$ cat config.mk
export PLATFORM = sky130hd
export DESIGN_NAME = atqs_div
export DESIGN_NICKNAME = d
export VERILOG_FILES = /design/src/rtl/atqs_pkg.sv /design/src/rtl/atqs_div.sv
export SDC_FILE = /design/constraint.sdc
export NUM_CORES = 1
export LEC_CHECK = 0
export BUFFER_PORTS_ARGS = -buffer_cell sky130_fd_sc_hd__buf_4
export CAP_MARGIN = 10
export CELL_PAD_IN_SITES_DETAIL_PLACEMENT = 0
export CELL_PAD_IN_SITES_GLOBAL_PLACEMENT = 1
export CORE_ASPECT_RATIO = 0.9
export CORE_MARGIN = 3
export CORE_UTILIZATION = 47
export CTS_BUF_LIST = sky130_fd_sc_hd__clkbuf_4
export CTS_CLUSTER_SIZE = 24
export DETAILED_ROUTE_END_ITERATION = 8
export MAX_ROUTING_LAYER = met4
export PLACE_DENSITY = 0.84
export SLEW_MARGIN = 20
export SYNTH_ARGS = -nofsm -noshare
export SYNTH_HDL_FRONTEND = slang
export SYNTH_SLANG_ARGS = --single-unit
$ cat constraint.sdc
create_clock -name clk -period 2.9 [get_ports clk]
set_input_delay 0.145 -clock clk [delete_from_list [all_inputs] [get_ports clk]]
set_output_delay 0.145 -clock clk [all_outputs]
set_load 0.03 [all_outputs]
$ cat src/rtl/atqs_pkg.sv
// ---------------------------------------------------------------------------
// atqs_pkg: shared types and constants of the textured quad shader
// fixed field widths, request codes, register indexes and channel scaling
// ---------------------------------------------------------------------------
package atqs_pkg;

  localparam int COORD_BITS  = 16;
  localparam int FRAC_BITS   = 4;
  localparam int SCREEN_BITS = 10;
  localparam int INDEX_BITS  = 12;
  localparam int COLOR_BITS  = 32;
  localparam int SIZE_BITS   = 7;

  // corner differences and pixel offsets
  localparam int DIFF_W = ((SCREEN_BITS + FRAC_BITS > COORD_BITS) ?
                           SCREEN_BITS + FRAC_BITS : COORD_BITS) + 1;
  localparam int PROD_W = 2 * DIFF_W;
  // cross product differences, with headroom for negation
  localparam int SUM_W  = PROD_W + 2;
  // magnitude of the determinant, unsigned
  localparam int DEN_W  = SUM_W - 1;
  // 50*n and 51*d range test operands
  localparam int RNG_W  = SUM_W + 6;

  // |det| * 1000 >= 2^(2*frac) rewritten as a plain lower bound on |det|
  localparam int DET_MIN = ((1 << (2 * FRAC_BITS)) + 999) / 1000;

  localparam logic [7:0] ALPHA_MIN = 8'd10;
  localparam logic [7:0] ALPHA_OPAQUE = 8'hFF;

  localparam logic REQ_WRITE = 1'b0;
  localparam logic REQ_SHADE = 1'b1;

  localparam logic [1:0] REG_TEX_WIDTH  = 2'd0;
  localparam logic [1:0] REG_TEX_HEIGHT = 2'd1;

  typedef struct packed {
    logic                   typ;
    logic [SCREEN_BITS-1:0] px;
    logic [SCREEN_BITS-1:0] py;
    logic [INDEX_BITS-1:0]  idx;
    logic [COLOR_BITS-1:0]  col;
    logic [7:0]             br;
  } req_t;

  // ch * br / 255, exact for products up to 255*255
  function automatic logic [7:0] shade(input logic [7:0] ch, input logic [7:0] br);
    logic [15:0] p;
    logic [16:0] s;
    p = ch * br;
    s = 17'(p) + 17'd1 + 17'(p[15:8]);
    return s[15:8];
  endfunction

endpackage

$ cat src/rtl/atqs_div.sv
// ---------------------------------------------------------------------------
// atqs_div: pipelined restoring divider
// one quotient bit per stage, quotient known to fit in QW bits
// ---------------------------------------------------------------------------
module atqs_div
  import atqs_pkg::*;
#(
  parameter int QW = 6
) (
  input  logic                clk,
  input  logic                en,
  input  logic [DEN_W+QW-1:0] num,
  input  logic [DEN_W-1:0]    den,
  output logic [QW-1:0]       quo
);

  logic [DEN_W+QW-1:0] rem [QW];
  logic [DEN_W-1:0]    dd  [QW];
  logic [QW-1:0]       qq  [QW];

  for (genvar k = 0; k < QW; k++) begin : g_step
    localparam int B = QW - 1 - k;
    localparam logic [QW-1:0] BIT = QW'(1) << B;
    logic [DEN_W+QW-1:0] rin;
    logic [DEN_W-1:0]    din;
    logic [QW-1:0]       qin;
    logic [DEN_W+QW-1:0] sub;
    logic                ge;

    if (k == 0) begin : g_first
      assign rin = num;
      assign din = den;
      assign qin = '0;
    end else begin : g_next
      assign rin = rem[k-1];
      assign din = dd[k-1];
      assign qin = qq[k-1];
    end

    assign sub = (DEN_W+QW)'(din) << B;
    assign ge  = (rin >= sub);

    always_ff @(posedge clk) begin
      if (en) begin
        rem[k] <= ge ? rin - sub : rin;
        dd[k]  <= din;
        qq[k]  <= ge ? (qin | BIT) : qin;
      end
    end
  end

  assign quo = qq[QW-1];

endmodule

Yosys cells after proc, flatten, opt, wreduce, memory -nomap -nowiden
Memory sizes are Yosys's and may differ from the RTL's.
Index checks and enable logic that the tools add are counted.

cells by class
  magnitude comparators = 6
  muxes and demuxes = 14
  add/subtract/negate cells = 6

operators with widths
  kind                                          number
  two-way mux 41 bit                            6
  greater-or-equal comparator 41 x 35 -> 1 bit  1
  greater-or-equal comparator 41 x 36 -> 1 bit  1
  greater-or-equal comparator 41 x 37 -> 1 bit  1
  greater-or-equal comparator 41 x 38 -> 1 bit  1
  greater-or-equal comparator 41 x 39 -> 1 bit  1
  greater-or-equal comparator 41 x 40 -> 1 bit  1
  subtractor 41 x 35 -> 41 bit                  1
  subtractor 41 x 36 -> 41 bit                  1
  subtractor 41 x 37 -> 41 bit                  1
  subtractor 41 x 38 -> 41 bit                  1
  subtractor 41 x 39 -> 41 bit                  1
  subtractor 41 x 40 -> 41 bit                  1
  two-way mux 6 bit                             1
  two-way mux 5 bit                             1
  two-way mux 4 bit                             1
  two-way mux 1 bit                             3
  two-way mux 3 bit                             1
  two-way mux 2 bit                             1

word-level totals
  memories = 3
  flip-flop bits (word level) = 0
  bits of input ports = 78
  word-level logic and storage cells = 29
  output and inout port bits = 6
  RAM bits = 492

memory list
  memory  depth  width  rd ports  clocked after memory_dff  write ports  RTL line        RTL
  rem     6      41     5         0                         6            atqs_div.sv:17  logic [DEN_W+QW-1:0] rem [QW];
  dd      6      35     5         0                         6            atqs_div.sv:18  logic [DEN_W-1:0] dd [QW];
  qq      6      6      6         0                         6            atqs_div.sv:19  logic [QW-1:0] qq [QW];

Depth between registers and ports, before layout
Gate-level depths: netlist of run 1.
An unclocked memory read counts as a cell.

  word-level depth = 3
  depth in mapped cells = 16
  mapped depth without buffers = 14

Worst setup path before layout of run 1
OpenSTA, ideal clock, no wires.

  path type = reg-to-reg
  from = memory dd[1][0] (netlist bit)
  to = memory rem[2][34] (netlist bit) (data pin)
  required time = 2.644 ns
  buffers on the path = 1
  setup slack = -0.234 ns
  arrival = 2.879 ns
  library setup time = 0.256 ns
  period minus slack after synthesis = 3.134 ns
  cell stages (with the launch flop) = 14
  cells stage by stage = edfxtp_1 > ha_1 > fa_1 > nand2b_1 > a21oi_1 > o21ai_0 > o21ai_1 > a211oi_1 > nor3_1 > nor2_1 > inv_1 > clkbuf_1 > o211ai_1 > o211a_1

RTL lines
  item             RTL line
  start, declared  atqs_div.sv:18
  end, declared    atqs_div.sv:17

==> metrics.cfg, run 1 <==
[pwr]
power.net_switching_mw=11.4
internal_power_mw=19.0
power.density_nw_per_um2=809
p_seq_share_pct=30.1
combPwrFrac_pct=54.6
swShare_pct=37.6
power.leakage_nw=16.6
peakVddDrop_mv=0.328
p_clk_share_pct=15.2

[yosys]
ys_types=85
yosysWarnings=0
synth_edf_count=401
synth_most_common_cell=edfxtp_1
ys.flop_type=edfxtp_1
syn_area_um2=25700
async_flop_share_pct=0
ys_ff_latch=401
ys_top_cells_by_area=edfxtp_1 (47%), ha_1 (10%), a21oi_1 (4.8%)
synth_top_area_share_pct=46.8
synthTopCellsByCount=edfxtp_1 (401), inv_1 (264), a21oi_1 (247), nand2_1 (211), ha_1 (210)
synth-seq-area-share_pct=46.8
yosysTopAreaCell=edfxtp_1
synth_cells=2561
syn-num-nets=2854
syn_area_per_cell_um2=10.1

[floorplan]
num_rows=80
fp.dieW_um=253
pin_count=84
dieHeight_um=228
die_area_um2=57600
start_util_pct=48.1
coreArea_um2=53600

[grt]
grt_max_degree=84
antenna_found_initial=1
grt_pass1_vias=23212
grt_pass1_wl_um=120000
overflow=0
grt.total_usage_pct=26.7

[sta]
clock_skew_ns=0.0707
finalCritPeriodShare_pct=113
rsz0062_at_grt=yes
fin_crit_ns=3.29
hold_viol=0
maxSlewHeadroom_pct=50.3
fmax_ghz=0.304
setup_tns_ns=-26.36
final_max_slew_viol_count=0
fin_ws_ns=-0.387
setup-violations-final=151
tightest_slew_ns=0.746

[final_layout]
layout.nets=3777
drive_above_1_share_pct=37.4
finish.instance_area_um2=37600
area_delta_synth_final_pct=45.9
fillers=3929
multi_input_area_um2=14500
regArea_um2=12000
final_util_pct=70.1

[worst_hold_path]
hold_class=in2reg
hold_end=dd[0][3]$_DFFE_PP_
hold_depth=3
min_from=den[3]

[run]
maxCapViolCount=0

[outcome]
violations=setup timing
status=finished, violations left

[cts]
path_clk_slew_ns=0.07
clock_path_buffers=3
worstSkewPairLatency_ns=0.87
cts_tree=yes
root_buffer=clkbuf_4
clock_sinks=401
htree_levels=3
cts_buffers=103

[setup_path]
cp_max_fo=2
cp.required_ns=3.45
worst-r2r-cell-count=14
cp-end-kind=flip-flop
worstSetupPathType=reg2reg
r2r_slack_ns=-0.39
r2r-end=rem[3][37]$_DFFE_PP_
r2r-start=dd[2][8]$_DFFE_PP_
cp.arrival_ns=3.84
startpoint_type=flip-flop

[routing]
route.detailed.drc=0
finalWirelength_um=76900
routedWlPerCell_um=18.1
dr.first_iter.drc_count=914
drt_pre_antenna_iters=8
viasPerCell=5.37
vias=22870
antenna_left=0

[place]
place_congestion=0.972
port_buffers=83
hpwl_um=54600
place_area_um2=31400

sequential cells by signal (all words and copies together), names as in the netlist:
register / cells
rem: 205
dd: 175
qq: 21
layout by cell type, fill, tap and decap left out, types with 41 or more instances in the layout:
cell type / netlist / final
nand2_1: 211 / 175
nor2_4: 0 / 45
xor2_1: 72 / 72
clkbuf_4: 0 / 143
nand3_1: 45 / 41
dlygate4sd3_1: 0 / 109
nor2_1: 177 / 127
inv_1: 264 / 251
xnor2_1: 78 / 77
a21o_1: 121 / 121
o21ai_0: 164 / 106
buf_4: 0 / 702
ha_1: 210 / 183
a21oi_1: 247 / 189
a21oi_2: 2 / 58
edfxtp_1: 401 / 401
cells by family (layout without fill, tap and decap cells):
family                   count (synthesis)  count (layout)  synth area share, %
adder cells (fa/ha/maj)                215             215                 10.6
flip-flops                             401             401                 46.8
multiplexers                            27              27                 1.16
AND/OR/NAND/NOR                        636             637                 11.6
XOR/XNOR                               150             150                 5.10
other                                    0               1                    0
buffers and inverters                  348            1344                 5.22
AO/OA/AOI/OAI                          784             784                 19.5
worst max-delay path by stage:
stage | start | to | slack (ns) | depth (start not counted)
final | dd[2][8]$_DFFE_PP_ | rem[3][37]$_DFFE_PP_ | -0.39 | 14
after global routing | rem[2][12]$_DFFE_PP_ | rem[3][39]$_DFFE_PP_ | -0.51 | 14
after CTS | rem[2][10]$_DFFE_PP_ | rem[3][39]$_DFFE_PP_ | -0.38 | 12
after detailed placement | num[5] | rem[0][38]$_DFFE_PP_ | -0.47 | 16
after global placement | rem[3][1]$_DFFE_PP_ | rem[4][39]$_DFFE_PP_ | -0.40 | 13
after floorplan | dd[1][1]$_DFFE_PP_ | rem[2][34]$_DFFE_PP_ | -0.11 | 11
area by class of cell:
| type | count | share of cell area (%) |
|---|---|---|
| Tap cell | 697 | 2.32 |
| Clock inverter | 36 | 0.523 |
| Clock buffer | 143 | 2.86 |
| Multi-Input combinational cell | 1813 | 38.7 |
| Inverter | 266 | 2.68 |
| Timing Repair Buffer | 899 | 20.9 |
| Sequential cell | 401 | 32.1 |
| Antenna cell | 1 | 0.00666 |
through the flow:
step / total power, mW / worst slack [ns] / hold WS, ns / instances
finish: 30.4 / -0.387 / 0.124 / 4256
global route: 32.4 / -0.515 / 0.0612 / 4256
CTS: 28.9 / -0.378 / 0.0226 / 4211
detailed placement: 22.2 / -0.468 / 0.337 / 3835
global placement: 22.0 / -0.404 / 0.337 / 3835
floorplan: 16.7 / -0.109 / 0.244 / 2561
worst max-delay path: stages (launching register included):
cell	delay [ns]
edfxtp_1	0.40
inv_1	0.09
ha_4	0.27
buf_4	0.10
a21oi_1	0.08
o21a_1	0.20
nor3b_2	0.16
a21oi_2	0.19
or4b_4	0.53
buf_4	0.16
buf_6	0.11
a21oi_4	0.15
nand3_2	0.09
a21o_1	0.16
mux2_2	0.28
power groups by stage:
| stage | registers (mW) | logic, mW | clock network (mW) |
|---|---|---|---|
| 3_5_place_dp | 9.14 | 13.1 | 0 |
| 3_3_place_gp | 9.12 | 12.9 | 0 |
| 2_1_floorplan | 8.76 | 7.98 | 0 |
| 6_report | 9.16 | 16.6 | 4.63 |
| 5_1_grt | 9.28 | 18.0 | 5.15 |
| 4_1_cts | 9.05 | 15.1 | 4.79 |
repair_timing:
action | CTS | global route
endpoints found under the hold margin | 262 | 0
gates resized for setup | 375 | 236
hold buffers | 109 | 0
pin swaps | 113 | 108
gates cloned | 19 | 3
setup endpoints to repair | 156 | 194
setup buffers | 78 | 54
layer usage:
metal	routed length [um]	global-route usage, %	part of all wire (%)	vias up
met3	3390	3.50	4.4	224
met2	36900	43.7	48	718
met5	0	-	0	-
met1	32500	32.7	42	10630
met4	4150	13.2	5.4	0
li1	-	-	-	11298
No activity file was read; power rests on OpenSTA's default activity.
==> run 2: changes to the inputs <==
CORE_UTILIZATION = 30   (was 47)
HOLD_SLACK_MARGIN = 0.15   (was default)
PLACE_DENSITY = 0.6   (was 0.84)
clock period = 2.8 ns   (was 2.9 ns; I/O delays follow)
==> metrics.cfg, run 2 (same netlist as run 1, synthesis figures left out) <==
[outcome]
violations=setup timing
status=finished, violations left

[final_layout]
finish.instance_area_um2=39700  ; +5.6%
final_util_pct=46.9  ; -23 points
mostFrequentLayoutCell=buf_4
drive_above_1_share_pct=41.1  ; +3.7 points
area_delta_synth_final_pct=54.1
top_register=rem
fillers=8020  ; +100%
final_cell_mix=buf_4 (866), edfxtp_1 (401), inv_1 (252)
reg_top3=rem: 205 flops, dd: 175 flops, qq: 21 flops
largest_reg_flops=205  ; unchanged
layout.nets=3962  ; +4.9%

[routing]
antenna_left=0  ; unchanged
dr.first_iter.drc_count=1284  ; +40%
vias=22938  ; +0.30%
finalWirelength_um=81800  ; +6.3%
route.detailed.drc=0  ; unchanged
routedWlPerCell_um=16.7  ; -7.6%
viasPerCell=4.68  ; -13%
drt_pre_antenna_iters=5  ; -3

[setup_path]
startpoint_type=flip-flop
worstSetupPathType=reg2reg
cp.arrival_ns=3.81  ; -0.03 ns
cp.required_ns=3.40  ; -0.05 ns
cp-end-kind=flip-flop
cp_max_fo=2  ; unchanged

[pwr]
p_clk_share_pct=16.6  ; +1.4 points
power.density_nw_per_um2=825  ; +1.9%
combPwrFrac_pct=54.4  ; -0.2 points
peakVddDrop_mv=0.316  ; -3.7%
swShare_pct=37.0  ; -0.60 points
power.net_switching_mw=12.1  ; +5.9%
internal_power_mw=20.6  ; +8.6%
p_seq_share_pct=29.0  ; -1.1 points
power.leakage_nw=17.6  ; +6.1%

[floorplan]
coreArea_um2=84700  ; +58%
pin_count=84  ; unchanged
num_rows=101  ; +26%
fp.dieW_um=315  ; +25%
start_util_pct=30.4  ; -18 points
die_area_um2=89400  ; +55%
dieHeight_um=284  ; +25%

[cts]
clock_path_buffers=3  ; unchanged
htree_levels=3  ; unchanged
path_clk_slew_ns=0.06  ; about the same
cts_buffers=111  ; +7.8%
clock_sinks=401  ; unchanged
cts_tree=yes
worstSkewPairLatency_ns=0.88  ; about the same
root_buffer=clkbuf_4

[run]
maxCapViolCount=0  ; unchanged

[grt]
grt.total_usage_pct=18.2  ; -8.5 points
grt_max_degree=80  ; -4.8%
grt_pass1_wl_um=126000  ; +5.4%
overflow=0  ; unchanged
antenna_found_initial=2  ; +1
grt_pass1_vias=23543  ; +1.4%

[sta]
hold_viol=0  ; unchanged
tightest_slew_ns=0.872  ; +0.127 ns
clock_skew_ns=0.0642  ; -0.00650 ns
fmax_ghz=0.311  ; +2.2%
fin_crit_ns=3.22  ; -0.0710 ns
hold_ws_ns=0.241  ; +0.118 ns
final_max_slew_viol_count=0  ; unchanged
setup-violations-final=157  ; +4.0%
rsz0062_at_grt=yes
fin_ws_ns=-0.416  ; -0.0290 ns
finalCritPeriodShare_pct=115  ; +1.5 points
maxSlewHeadroom_pct=40.4  ; -9.9 points

[place]
place_area_um2=33400  ; +6.5%
hpwl_um=62200  ; +14%
post-place-ws_ns=-0.947  ; -0.478 ns
place_congestion=0.899  ; -7.5%
port_buffers=83  ; unchanged

[worst_hold_path]
hold_class=in2reg

-- run 2: critical path, stage by stage (launching register included) --
cell      delay (ns)
edfxtp_1        0.47
ha_1            0.34
o21ai_0         0.08
a21oi_1         0.29
o31ai_4         0.13
a21oi_2         0.23
or4b_4          0.51
buf_4           0.17
a21oi_4         0.17
nand3_1         0.10
a21o_1          0.16
mux2_2          0.30
-- run 2: what timing repair did --
action                                  CTS  global route
cloned                                   11             9
endpoints found under the setup margin  158           194
gates resized for setup                 314           279
hold buffers                            130             3
pin swaps                               138           105
endpoints found under the hold margin   478             4
setup buffers                            51            38
-- run 2: power groups by stage --
| stage | registers [mW] | clock network, mW | logic [mW] |
|---|---|---|---|
| 2_1_floorplan | 9.08 | 0 | 8.48 |
| 3_3_place_gp | 9.48 | 0 | 14.6 |
| 3_5_place_dp | 9.51 | 0 | 14.7 |
| 4_1_cts | 9.41 | 5.71 | 16.4 |
| 5_1_grt | 9.61 | 6.05 | 19.5 |
| 6_report | 9.47 | 5.44 | 17.8 |
-- run 2: final timing paths --
kind | from | slack (ns) | endpoint | cells past startpoint
max | rem[2][5]$_DFFE_PP_ | -0.42 | rem[3][37]$_DFFE_PP_ | 11
min | num[20] | 0.24 | rem[0][20]$_DFFE_PP_ | 4
max reg2reg | rem[2][5]$_DFFE_PP_ | -0.42 | rem[3][37]$_DFFE_PP_ | 11
min reg2reg | dd[3][29]$_DFFE_PP_ | 0.39 | dd[4][29]$_DFFE_PP_ | 0
-- run 2: per-stage QoR --
stage | instances | total power, mW | setup TNS (ns)
final | 4897 | 32.7 | -38.02
after CTS | 4846 | 31.5 | -35.88
after floorplan | 2561 | 17.6 | -0.953
after global placement | 4453 | 24.1 | -74.42
after detailed placement | 4453 | 24.2 | -78.86
after global routing | 4897 | 35.1 | -53.28
-- run 2: final cells by class --
cell class	instances	area, um2	share of cell area (%)
antenna	5	12.5	0.0315
clock buffer	161	1210	3.05
clock inverter	42	268	0.675
inverter	266	1020	2.56
multi-input combinational	1813	14700	36.9
sequential	401	12000	30.4
tap	1133	1420	3.57
timing repair buffer	1075	9040	22.8
timing repair inverter	1	8.76	0.0221
-- run 2: routing by layer --
metal / global-route usage, % / vias up / part of all wire [%]
met2: 28.7 / 438 / 47
met4: 7.38 / 0 / 4.4
met5: - / - / 0
met3: 2.42 / 201 / 2.8
li1: - / 11684 / -
met1: 23.7 / 10615 / 46
==> run 3: changes to the inputs <==
ABC_AREA = 0   (was default)
CORE_UTILIZATION = 47   (was 30)
HOLD_SLACK_MARGIN = 0.08   (was 0.15)
PLACE_DENSITY = 0.84   (was 0.6)
==> metrics.cfg, run 3 (same netlist as run 1, synthesis figures left out) <==
[outcome]
status=finished, violations left
violations=setup timing

[floorplan]
die_area_um2=57600  ; -36%
num_rows=80  ; -21%
fp.dieW_um=253  ; -20%
pin_count=84  ; unchanged
dieHeight_um=228  ; -20%
start_util_pct=48.1  ; +18 points
coreArea_um2=53600  ; -37%

[setup_path]
r2r-start=rem[2][10]$_DFFE_PP_
cp-end-kind=flip-flop
worst-r2r-cell-count=10  ; -1
r2r_slack_ns=-0.48  ; -0.07 ns
r2r-end=rem[3][5]$_DFFE_PP_
cp_max_fo=19  ; +17
cp.required_ns=3.44  ; +0.04 ns
startpoint_type=flip-flop
cp.arrival_ns=3.92  ; +0.11 ns
worstSetupPathType=reg2reg
setup.worst_path.start=rem[2][10]$_DFFE_PP_

[sta]
clock_skew_ns=0.0681  ; +0.00389 ns
hold_ws_ns=0.151  ; -0.0904 ns
fin_ws_ns=-0.484  ; -0.0685 ns
maxSlewHeadroom_pct=45.5  ; +5.2 points
setup_tns_ns=-27.43  ; +10.59 ns
hold_viol=0  ; unchanged
final_max_slew_viol_count=0  ; unchanged
finalCritPeriodShare_pct=117  ; +2.4 points
tightest_slew_ns=0.797  ; -0.0756 ns
fmax_ghz=0.304  ; -2.1%
fin_crit_ns=3.28  ; +0.0685 ns
setup-violations-final=154  ; -1.9%
rsz0062_at_grt=yes

[worst_hold_path]
min_from=num[39]
hold_depth=5  ; +1
hold_class=in2reg
hold_end=rem[0][39]$_DFFE_PP_

[routing]
viasPerCell=5.34  ; +14%
drt_pre_antenna_iters=5  ; unchanged
top_layer_used=met4
wl_met3_um=2930  ; +28%
antenna_left=0  ; unchanged
dr.first_iter.drc_count=1056  ; -18%
routedWlPerCell_um=17.9  ; +6.9%
vias=23242  ; +1.3%
route.detailed.drc=0  ; unchanged
wl_met2_um=38200  ; about the same
finalWirelength_um=77700  ; -5.0%
wl_met1_um=32800  ; -13%

[grt]
grt_max_degree=70  ; -13%
grt.total_usage_pct=26.8  ; +8.5 points
overflow=0  ; unchanged
antenna_found_initial=1  ; -1
grt_pass1_vias=23289  ; -1.1%
grt_pass1_wl_um=120000  ; -5.4%

[cts]
worstSkewPairLatency_ns=0.90  ; +0.02 ns
path_clk_slew_ns=0.06  ; about the same
root_buffer=clkbuf_4
clock_path_buffers=3  ; unchanged
cts_buffers=104  ; -6.3%
htree_levels=3  ; unchanged
cts_tree=yes
clock_sinks=401  ; unchanged

[final_layout]
final_cell_mix=buf_4 (782), edfxtp_1 (401), inv_1 (252)
final_util_pct=71.4  ; +25 points
drive_above_1_share_pct=38.8  ; -2.3 points
layout.nets=3863  ; -2.5%
largest_reg_flops=205  ; unchanged
reg_top3=rem: 205 flops, dd: 175 flops, qq: 21 flops
top_register=rem
finalNonFillerCells=4353  ; -11%
area_delta_synth_final_pct=48.6
mostFrequentLayoutCell=buf_4
finish.instance_area_um2=38300  ; -3.6%
fillers=3905  ; -51%

[place]
placedCellCount=3916  ; -12%
hpwl_um=56200  ; -9.7%
place_congestion=0.989  ; +10%
post-place-ws_ns=-0.862  ; +0.0847 ns
port_buffers=83  ; unchanged
place_area_um2=32200  ; -3.8%

[run]
maxCapViolCount=0  ; unchanged

[pwr]
peakVddDrop_mv=0.397  ; +26%
power.density_nw_per_um2=842  ; +2.2%
power.leakage_nw=17.1  ; -3.0%
p_total_mw=32.2  ; -1.5%

run 3: changes by cell type in the layout (fill, tap and decap cells not counted), moves of 6 or more:
cell           delta
nand2_2          -19
mux2_4            +8
buf_6             -9
nand2_1          +26
buf_4            -84
o21ai_2           -7
clkbuf_4         -23
ha_4              +6
mux2_2            -8
nand2_4           -7
dlygate4sd3_1     -7
a21oi_2           +8
o21ai_1           +6
run 3: cell type report:
cell class,instances,area (um2),share of cell area [%]
clock buffers,138,1040,2.71
inverters,266,1010,2.63
clock inverters,52,359,0.939
well taps,697,872,2.28
diodes,2,5.00,0.0131
flip-flops and latches,401,12000,31.5
repair buffers,984,8380,21.9
multi-input cells,1813,14600,38.1
run 3: how the worst max path moves through the flow:
| stage | cells past startpoint | endpoint | slack [ns] |
|---|---|---|---|
| floorplan | 11 | rem[2][34]$_DFFE_PP_ | -0.16 |
| global placement | 13 | rem[0][34]$_DFFE_PP_ | -0.82 |
| detailed placement | 13 | rem[0][34]$_DFFE_PP_ | -0.86 |
| CTS | 13 | rem[3][38]$_DFFE_PP_ | -0.34 |
| global route | 10 | rem[3][5]$_DFFE_PP_ | -0.57 |
| finish | 10 | rem[3][5]$_DFFE_PP_ | -0.48 |
run 3: power breakdown:
| group | internal, mW | leakage [nW] | total (mW) | switching, mW |
|---|---|---|---|---|
| logic | 8.97 | 12.3 | 17.5 | 8.50 |
| clock network | 2.78 | 0.820 | 5.28 | 2.50 |
| registers | 8.53 | 3.91 | 9.47 | 0.937 |
| total | 20.3 | 17.1 | 32.2 | 11.9 |
run 3: per-layer routing:
| layer | vias up | GRT usage [%] |
|---|---|---|
| li1 | 11477 | - |
| met1 | 10927 | 32.5 |
| met2 | 629 | 44.6 |
| met3 | 209 | 3.49 |
| met4 | 0 | 12.0 |
| met5 | - | - |
run 3: repair_timing:
action / 4_1_cts / 5_1_grt
setup endpoints to repair: 157 / 193
buffers inserted: 74 / 44
pin swaps: 151 / 102
gates cloned: 14 / 8
resized for setup: 366 / 205
hold endpoints to repair: 478 / 5
hold buffers: 122 / 4
run 3: critical path, stage by stage (launching register included):
cell and delay, ns:
edfxtp_1 0.47, ha_4 0.33, nand4_1 0.14, a211oi_2 0.19
o31ai_2 0.13, a21oi_2 0.22, or4b_4 0.53, a211oi_4 0.36
nor2_2 0.18, buf_8 0.20, o31ai_1 0.30
